<file path="config.mk">
export PLATFORM = sky130hd
export DESIGN_NAME = radio_packet_airtime
export DESIGN_NICKNAME = d
export VERILOG_FILES = /design/src/hw/rtl/rpa_pkg.sv /design/src/hw/rtl/radio_packet_airtime.sv /design/src/hw/rtl/rpa_div_cell.sv
export SDC_FILE = /design/constraint.sdc
export NUM_CORES = 2
export LEC_CHECK = 0
export ABC_CLOCK_PERIOD_IN_PS = 60600
export BUFFER_PORTS_ARGS = -buffer_cell sky130_fd_sc_hd__buf_2
export CAP_MARGIN = 20
export CORE_UTILIZATION = 53
export CTS_BUF_LIST = sky130_fd_sc_hd__clkbuf_4 sky130_fd_sc_hd__clkbuf_8 sky130_fd_sc_hd__clkbuf_16
export DETAILED_ROUTE_END_ITERATION = 10
export MAX_ROUTING_LAYER = met4
export PLACE_DENSITY = 0.69
export SYNTH_ARGS = -nofsm -noshare
export SYNTH_HDL_FRONTEND = slang
export SYNTH_HIERARCHICAL = 1
export SYNTH_SLANG_ARGS = --single-unit
</file>
<file path="constraint.sdc">
create_clock -name clock -period 60.6 [get_ports clock]
set_clock_uncertainty 0.15 [all_clocks]
set_input_delay 3.03 -clock clock [delete_from_list [all_inputs] [get_ports clock]]
set_output_delay 3.03 -clock clock [all_outputs]
set_load 0.005 [all_outputs]
</file>
<file path="src/hw/rtl/rpa_pkg.sv">
// Shared widths, register indexes and lookup functions for the airtime block.
// No dependencies; used by radio_packet_airtime and rpa_checker.
package rpa_pkg;

   localparam int LEN_W  = 8;
   localparam int OUT_W  = 26;
   localparam int NUM_W  = 12;
   localparam int DEN1_W = 6;
   localparam int BLK_W  = 7;
   localparam int NSYM_W = 11;
   localparam int QTR_W  = 19;
   localparam int PROD_W = 27;
   localparam int DIV_W  = 39;
   localparam int BW_W   = 19;
   localparam int ADDR_W = 5;

   localparam logic [2:0] REG_SF  = 3'd0;
   localparam logic [2:0] REG_BW  = 3'd1;
   localparam logic [2:0] REG_CR  = 3'd2;
   localparam logic [2:0] REG_PRE = 3'd3;
   localparam logic [2:0] REG_CRC = 3'd4;

   function automatic logic [3:0] clamp_sf(input logic [3:0] sf);
      logic [3:0] r;
      r = sf;
      if (sf < 4'd6) r = 4'd6;
      if (sf > 4'd12) r = 4'd12;
      return r;
   endfunction

   function automatic logic [2:0] clamp_cr(input logic [2:0] cr);
      logic [2:0] r;
      r = cr;
      if (cr < 3'd1) r = 3'd1;
      if (cr > 3'd4) r = 3'd4;
      return r;
   endfunction

   function automatic logic [BW_W-1:0] bw_hz(input logic [3:0] code);
      logic [BW_W-1:0] r;
      case (code)
         4'd0: r = 19'd7800;
         4'd1: r = 19'd10400;
         4'd2: r = 19'd15600;
         4'd3: r = 19'd20800;
         4'd4: r = 19'd31250;
         4'd5: r = 19'd41700;
         4'd6: r = 19'd62500;
         4'd7: r = 19'd125000;
         4'd8: r = 19'd250000;
         default: r = 19'd500000;
      endcase
      return r;
   endfunction

endpackage

</file>
<file path="src/hw/rtl/radio_packet_airtime.sv">
// Pipeline: 1 setup stage, 7 block-count cells, 2 symbol/scale stages and
// 26 airtime-division cells. Throughput: one beat per cycle unless the result stalls;
// every cell of both division chains advances together.
// Reset: synchronous, clears all valid flags and loads the register defaults.
// Uses rpa_pkg and rpa_div_cell.
module radio_packet_airtime #(
   parameter int MAX_PAYLOAD = 255
) (
   input  logic                       clock,
   input  logic                       reset,
   input  logic                       req_valid,
   output logic                       req_stall,
   input  logic [rpa_pkg::LEN_W-1:0]  req_packet_length,
   output logic                       rsp_valid,
   input  logic                       rsp_stall,
   output logic [rpa_pkg::OUT_W-1:0]  rsp_airtime_ms,
   input  logic                       csr_psel,
   input  logic                       csr_penable,
   input  logic                       csr_pwrite,
   input  logic [rpa_pkg::ADDR_W-1:0] csr_paddr,
   input  logic [31:0]                csr_pwdata,
   output logic [31:0]                csr_prdata,
   output logic                       csr_pready
);
   import rpa_pkg::*;

   logic [3:0]  sf_ff;
   logic [3:0]  bw_ff;
   logic [2:0]  cr_ff;
   logic [15:0] pre_ff;
   logic        crc_ff;
   logic [2:0]  csr_idx;
   logic        csr_wr;

   assign csr_pready = 1'b1;
   assign csr_idx    = csr_paddr[4:2];
   assign csr_wr     = csr_psel && csr_penable && csr_pwrite;

   always_ff @(posedge clock) begin
      if (reset) begin
         sf_ff  <= 4'd7;
         bw_ff  <= 4'd7;
         cr_ff  <= 3'd1;
         pre_ff <= 16'd8;
         crc_ff <= 1'b0;
      end else if (csr_wr) begin
         case (csr_idx)
            REG_SF:  sf_ff  <= csr_pwdata[3:0];
            REG_BW:  bw_ff  <= csr_pwdata[3:0];
            REG_CR:  cr_ff  <= csr_pwdata[2:0];
            REG_PRE: pre_ff <= csr_pwdata[15:0];
            REG_CRC: crc_ff <= csr_pwdata[0];
            default: ;
         endcase
      end
   end

   always_comb begin
      case (csr_idx)
         REG_SF:  csr_prdata = {28'd0, sf_ff};
         REG_BW:  csr_prdata = {28'd0, bw_ff};
         REG_CR:  csr_prdata = {29'd0, cr_ff};
         REG_PRE: csr_prdata = {16'd0, pre_ff};
         REG_CRC: csr_prdata = {31'd0, crc_ff};
         default: csr_prdata = 32'd0;
      endcase
   end

   logic [3:0]       sf_c;
   logic [2:0]       cr_c;
   logic [BW_W-1:0]  bw_c;
   logic             en;

   assign sf_c      = clamp_sf(sf_ff);
   assign cr_c      = clamp_cr(cr_ff);
   assign bw_c      = bw_hz(bw_ff);
   assign en        = !(rsp_valid && rsp_stall);
   assign req_stall = !en;

   // setup stage: ceiling numerator
   logic [LEN_W-1:0]  len_sat;
   logic [NUM_W-1:0]  pos, neg;
   logic              s0_valid_ff;
   logic [NUM_W-1:0]  s0_num_ff, s0_num_in;

   assign len_sat   = (req_packet_length > LEN_W'(MAX_PAYLOAD)) ?
                      LEN_W'(MAX_PAYLOAD) : req_packet_length;
   assign pos       = {1'b0, len_sat, 3'b000} + NUM_W'(28) + {7'd0, crc_ff, 4'b0000};
   assign neg       = {6'd0, sf_c, 2'b00};
   assign s0_num_in = (pos > neg) ? pos - NUM_W'(1) : '0;

   always_ff @(posedge clock) begin
      if (reset) begin
         s0_valid_ff <= 1'b0;
      end else if (en) begin
         s0_valid_ff <= req_valid;
      end
   end

   always_ff @(posedge clock) begin
      if (en) s0_num_ff <= s0_num_in;
   end

   // block-count chain
   logic [DEN1_W-1:0] den1;
   logic              c1_v [0:BLK_W];
   logic [NUM_W-1:0]  c1_r [0:BLK_W];
   logic [BLK_W-1:0]  c1_q [0:BLK_W];

   assign den1    = {sf_c, 2'b00};
   assign c1_v[0] = s0_valid_ff;
   assign c1_r[0] = s0_num_ff;
   assign c1_q[0] = '0;

   for (genvar k = 0; k < BLK_W; k++) begin : g_blk
      rpa_div_cell #(.RW(NUM_W), .DW(DEN1_W), .QB(BLK_W), .SHIFT(BLK_W-1-k)) u_cell (
         .clock, .reset, .en, .den(den1),
         .prev_valid(c1_v[k]), .prev_rem(c1_r[k]), .prev_quo(c1_q[k]),
         .next_valid(c1_v[k+1]), .next_rem(c1_r[k+1]), .next_quo(c1_q[k+1])
      );
   end

   // quarter-symbol count, then scale
   logic [NSYM_W-1:0] nsym;
   logic              sq_valid_ff;
   logic [QTR_W-1:0]  sq_ff, sq_in;
   logic              sd_valid_ff;
   logic [DIV_W-1:0]  sd_ff, sd_in;
   logic [PROD_W-1:0] prod;

   assign nsym  = NSYM_W'(c1_q[BLK_W]) * NSYM_W'({1'b0, cr_c} + 4'd4) + NSYM_W'(8);
   assign sq_in = {1'b0, pre_ff, 2'b00} + QTR_W'(17) + QTR_W'({nsym, 2'b00});
   assign prod  = PROD_W'(sq_ff) * PROD_W'(250);
   assign sd_in = DIV_W'(prod) << sf_c;

   always_ff @(posedge clock) begin
      if (reset) begin
         sq_valid_ff <= 1'b0;
         sd_valid_ff <= 1'b0;
      end else if (en) begin
         sq_valid_ff <= c1_v[BLK_W];
         sd_valid_ff <= sq_valid_ff;
      end
   end

   always_ff @(posedge clock) begin
      if (en) begin
         sq_ff <= sq_in;
         sd_ff <= sd_in;
      end
   end

   // airtime division chain
   logic              c2_v [0:OUT_W];
   logic [DIV_W-1:0]  c2_r [0:OUT_W];
   logic [OUT_W-1:0]  c2_q [0:OUT_W];

   assign c2_v[0] = sd_valid_ff;
   assign c2_r[0] = sd_ff;
   assign c2_q[0] = '0;

   for (genvar k = 0; k < OUT_W; k++) begin : g_ms
      rpa_div_cell #(.RW(DIV_W), .DW(BW_W), .QB(OUT_W), .SHIFT(OUT_W-1-k)) u_cell (
         .clock, .reset, .en, .den(bw_c),
         .prev_valid(c2_v[k]), .prev_rem(c2_r[k]), .prev_quo(c2_q[k]),
         .next_valid(c2_v[k+1]), .next_rem(c2_r[k+1]), .next_quo(c2_q[k+1])
      );
   end

   assign rsp_valid      = c2_v[OUT_W];
   assign rsp_airtime_ms = c2_q[OUT_W];

endmodule

</file>
<file path="src/hw/rtl/rpa_div_cell.sv">
// One restoring-division cell: settles one quotient bit and passes the beat on.
// Depends on nothing; chained by radio_packet_airtime.
module rpa_div_cell #(
   parameter int RW    = 12,
   parameter int DW    = 6,
   parameter int QB    = 7,
   parameter int SHIFT = 0
) (
   input  logic          clock,
   input  logic          reset,
   input  logic          en,
   input  logic [DW-1:0] den,
   input  logic          prev_valid,
   input  logic [RW-1:0] prev_rem,
   input  logic [QB-1:0] prev_quo,
   output logic          next_valid,
   output logic [RW-1:0] next_rem,
   output logic [QB-1:0] next_quo
);

   logic          valid_ff;
   logic [RW-1:0] rem_ff, rem_in;
   logic [QB-1:0] quo_ff, quo_in;
   logic [RW-1:0] den_ext;
   logic          take;

   assign den_ext = RW'(den);
   assign take    = (prev_rem >> SHIFT) >= den_ext;
   assign rem_in  = take ? prev_rem - (den_ext << SHIFT) : prev_rem;
   assign quo_in  = (prev_quo << 1) | QB'(take);

   always_ff @(posedge clock) begin
      if (reset) begin
         valid_ff <= 1'b0;
      end else if (en) begin
         valid_ff <= prev_valid;
      end
   end

   always_ff @(posedge clock) begin
      if (en) begin
         rem_ff <= rem_in;
         quo_ff <= quo_in;
      end
   end

   assign next_valid = valid_ff;
   assign next_rem   = rem_ff;
   assign next_quo   = quo_ff;

endmodule

</file>
==> results_dict.tcl <==
set metrics [dict create \
    cts_resized 0 \
    tritoncts "built" \
    hold_buffers 0 \
    hold_class "flop to flop" \
    antenna_found_initial 2 \
    dpl.hpwl_mm 152.0 \
    drt_pass1_iterations 6 \
    portBuffers 77 \
    rsz0062_at_grt "no" \
    place_congestion 0.9114 \
    start_util_pct 53.32 \
    drc 0 \
    slew_violations 0 \
    num-nets-final 9529 \
    die_area_um2 181000 \
    die_w_um 425.4 \
    multi_input_area_um2 44130 \
    leakage_nw 42.16 \
    core-area_um2 178200 \
    layout_setup_ws_ps 52910 \
    slew-limit-headroom_pct 30.86 \
    fillers 14700 \
    cp_data_arrival_time_ps 7960 \
    areaGrowthSynthToFinish_pct 8.991 \
    critPathRequiredTime_ps 60870 \
    worst_pin_slew_ps 1037 \
    grtUsageTotal_pct 24.29 \
    drt_iter0_markers 5194 \
    grt_pass1_wl_mm 341.1 \
    drt_wl_total_mm 215.8 \
    ir_drop_v 0.0001415 \
    final_cell_mix "edfxtp_1 (1491), inv_1 (793), nand2_1 (681)" \
    start_kind "primary input" \
    yosysWarnings 6 \
    clockBufferDepth 3 \
    post-place-ws_ps 51980 \
    htreeDepth 4 \
    r2r_start "sq_ff[2]" \
    antenna_cells 0 \
    mostFrequentLayoutCell "edfxtp_1" \
    final_layout_size_suffix_gt1_share_pct 9.721 \
    fp-row-count 155 \
    die_h_um 425.4 \
    setup-tns-final_ps 0 \
    crit_path_start "rsp_stall" \
    setup_violations 0 \
    cts.reportedPaths.clkPinSlew_ps 60 \
    viasPerCell 5.817 \
    ant_nets 0 \
    grt_max_degree 175 \
    drv_cap 0 \
    vias 65400 \
    grt_pass1_vias 62960 \
    cts_setup_buffers 0 \
    grt-ovfl-total 0 \
    cts_root_buffer "clkbuf_16" \
    critPathMaxFanout 158 \
    register_area_um2 46440 \
    synthCells 8648 \
    avgSynthCellArea_um2 10.99 \
    hold_viol 0 \
    synthesis.area_um2 95020 \
    min_from "g_ms[16].u_cell/next_quo[16]" \
    cts_buffers 173 \
    clock_latency_ps 820 \
    end_kind "flop" \
    max_freq_mhz 130.1 \
    ioPinCount 113 \
    cts.sinks 1573 \
    min_period_ps 7687 \
    wl_per_cell_um 19.19 \
    power_density_nw_per_um2 59.97 \
    finalCritPeriodShare_pct 12.68 \
    status "complete, no violations" \
    crit_type "primary input to flop" \
]
## registers in the layout, indices dropped and copies added (netlist names), 3 cells and up
| signal | count |
|---|---|
| g_ms.u_cell/next_quo | 351 |
| sq_ff | 17 |
| pre_ff | 16 |
| sf_ff | 4 |
| g_ms.u_cell/next_valid | 26 |
| g_ms.u_cell/next_rem | 975 |
| g_blk.u_cell/next_quo | 28 |
| cr_ff | 3 |
| bw_c | 18 |
| sd_ff | 38 |
| g_blk.u_cell/next_rem | 72 |
| s0_num_ff | 10 |
| bw_ff | 4 |
| g_blk.u_cell/next_valid | 7 |
## critical path, stage by stage
cell     delay, ps
buf_2          110
nand2_4        490
buf_12         650
buf_4          880
buf_4          780
buf_4          870
buf_4          850
## final timing paths
kind                            slack, ps  depth (start not counted)                           end
worst min-delay path                  250                          0  g_ms[17].u_cell/next_quo[17]
worst max register to register      54670                         17                     sd_ff[34]
worst min register to register        250                          0  g_ms[17].u_cell/next_quo[17]
worst max-delay path                52910                          7  g_ms[24].u_cell/next_rem[26]
## through the flow
step	instances	power [mW]	area, um2	hold WS (ps)	util, %
floorplan	8716	4.338	95280	250.3	-
global placement	10920	5.013	97380	250.1	54.64
detailed placement	10920	5.063	97390	254.5	54.64
CTS	11240	6.208	103500	249.9	58.07
global route	11240	6.678	103600	254.5	58.11
finish	11240	6.211	103600	246.7	58.11
## metal layers
metal  share of wire (%)  track usage (%)  routed length (um)  up-vias
li1                    -                -                   -    31810
met1                  46            33.33               99370    31550
met2                  46            37.70               99320     1664
met3                 4.8            2.715               10390      363
met4                 3.1            7.836                6695        0
met5                   0                -                   0        -
## power by group
part / switching [mW] / internal [mW] / total, mW / leakage (nW)
Combinational: 1.96 / 1.28 / 3.23 / 22.4
Clock: 0.443 / 0.663 / 1.11 / 2.98
Sequential: 0.219 / 1.65 / 1.87 / 16.8
Total: 2.62 / 3.59 / 6.21 / 42.2
## layout make-up
type | instances | share of cell area, %
sequential | 1573 | 44.84
multi-input combinational | 6052 | 42.61
clock buffer | 201 | 4.435
inverter | 811 | 2.961
tap | 2355 | 2.845
clock inverter | 119 | 1.457
timing repair buffer | 132 | 0.8529
No activity file was read; power rests on OpenSTA's default activity.
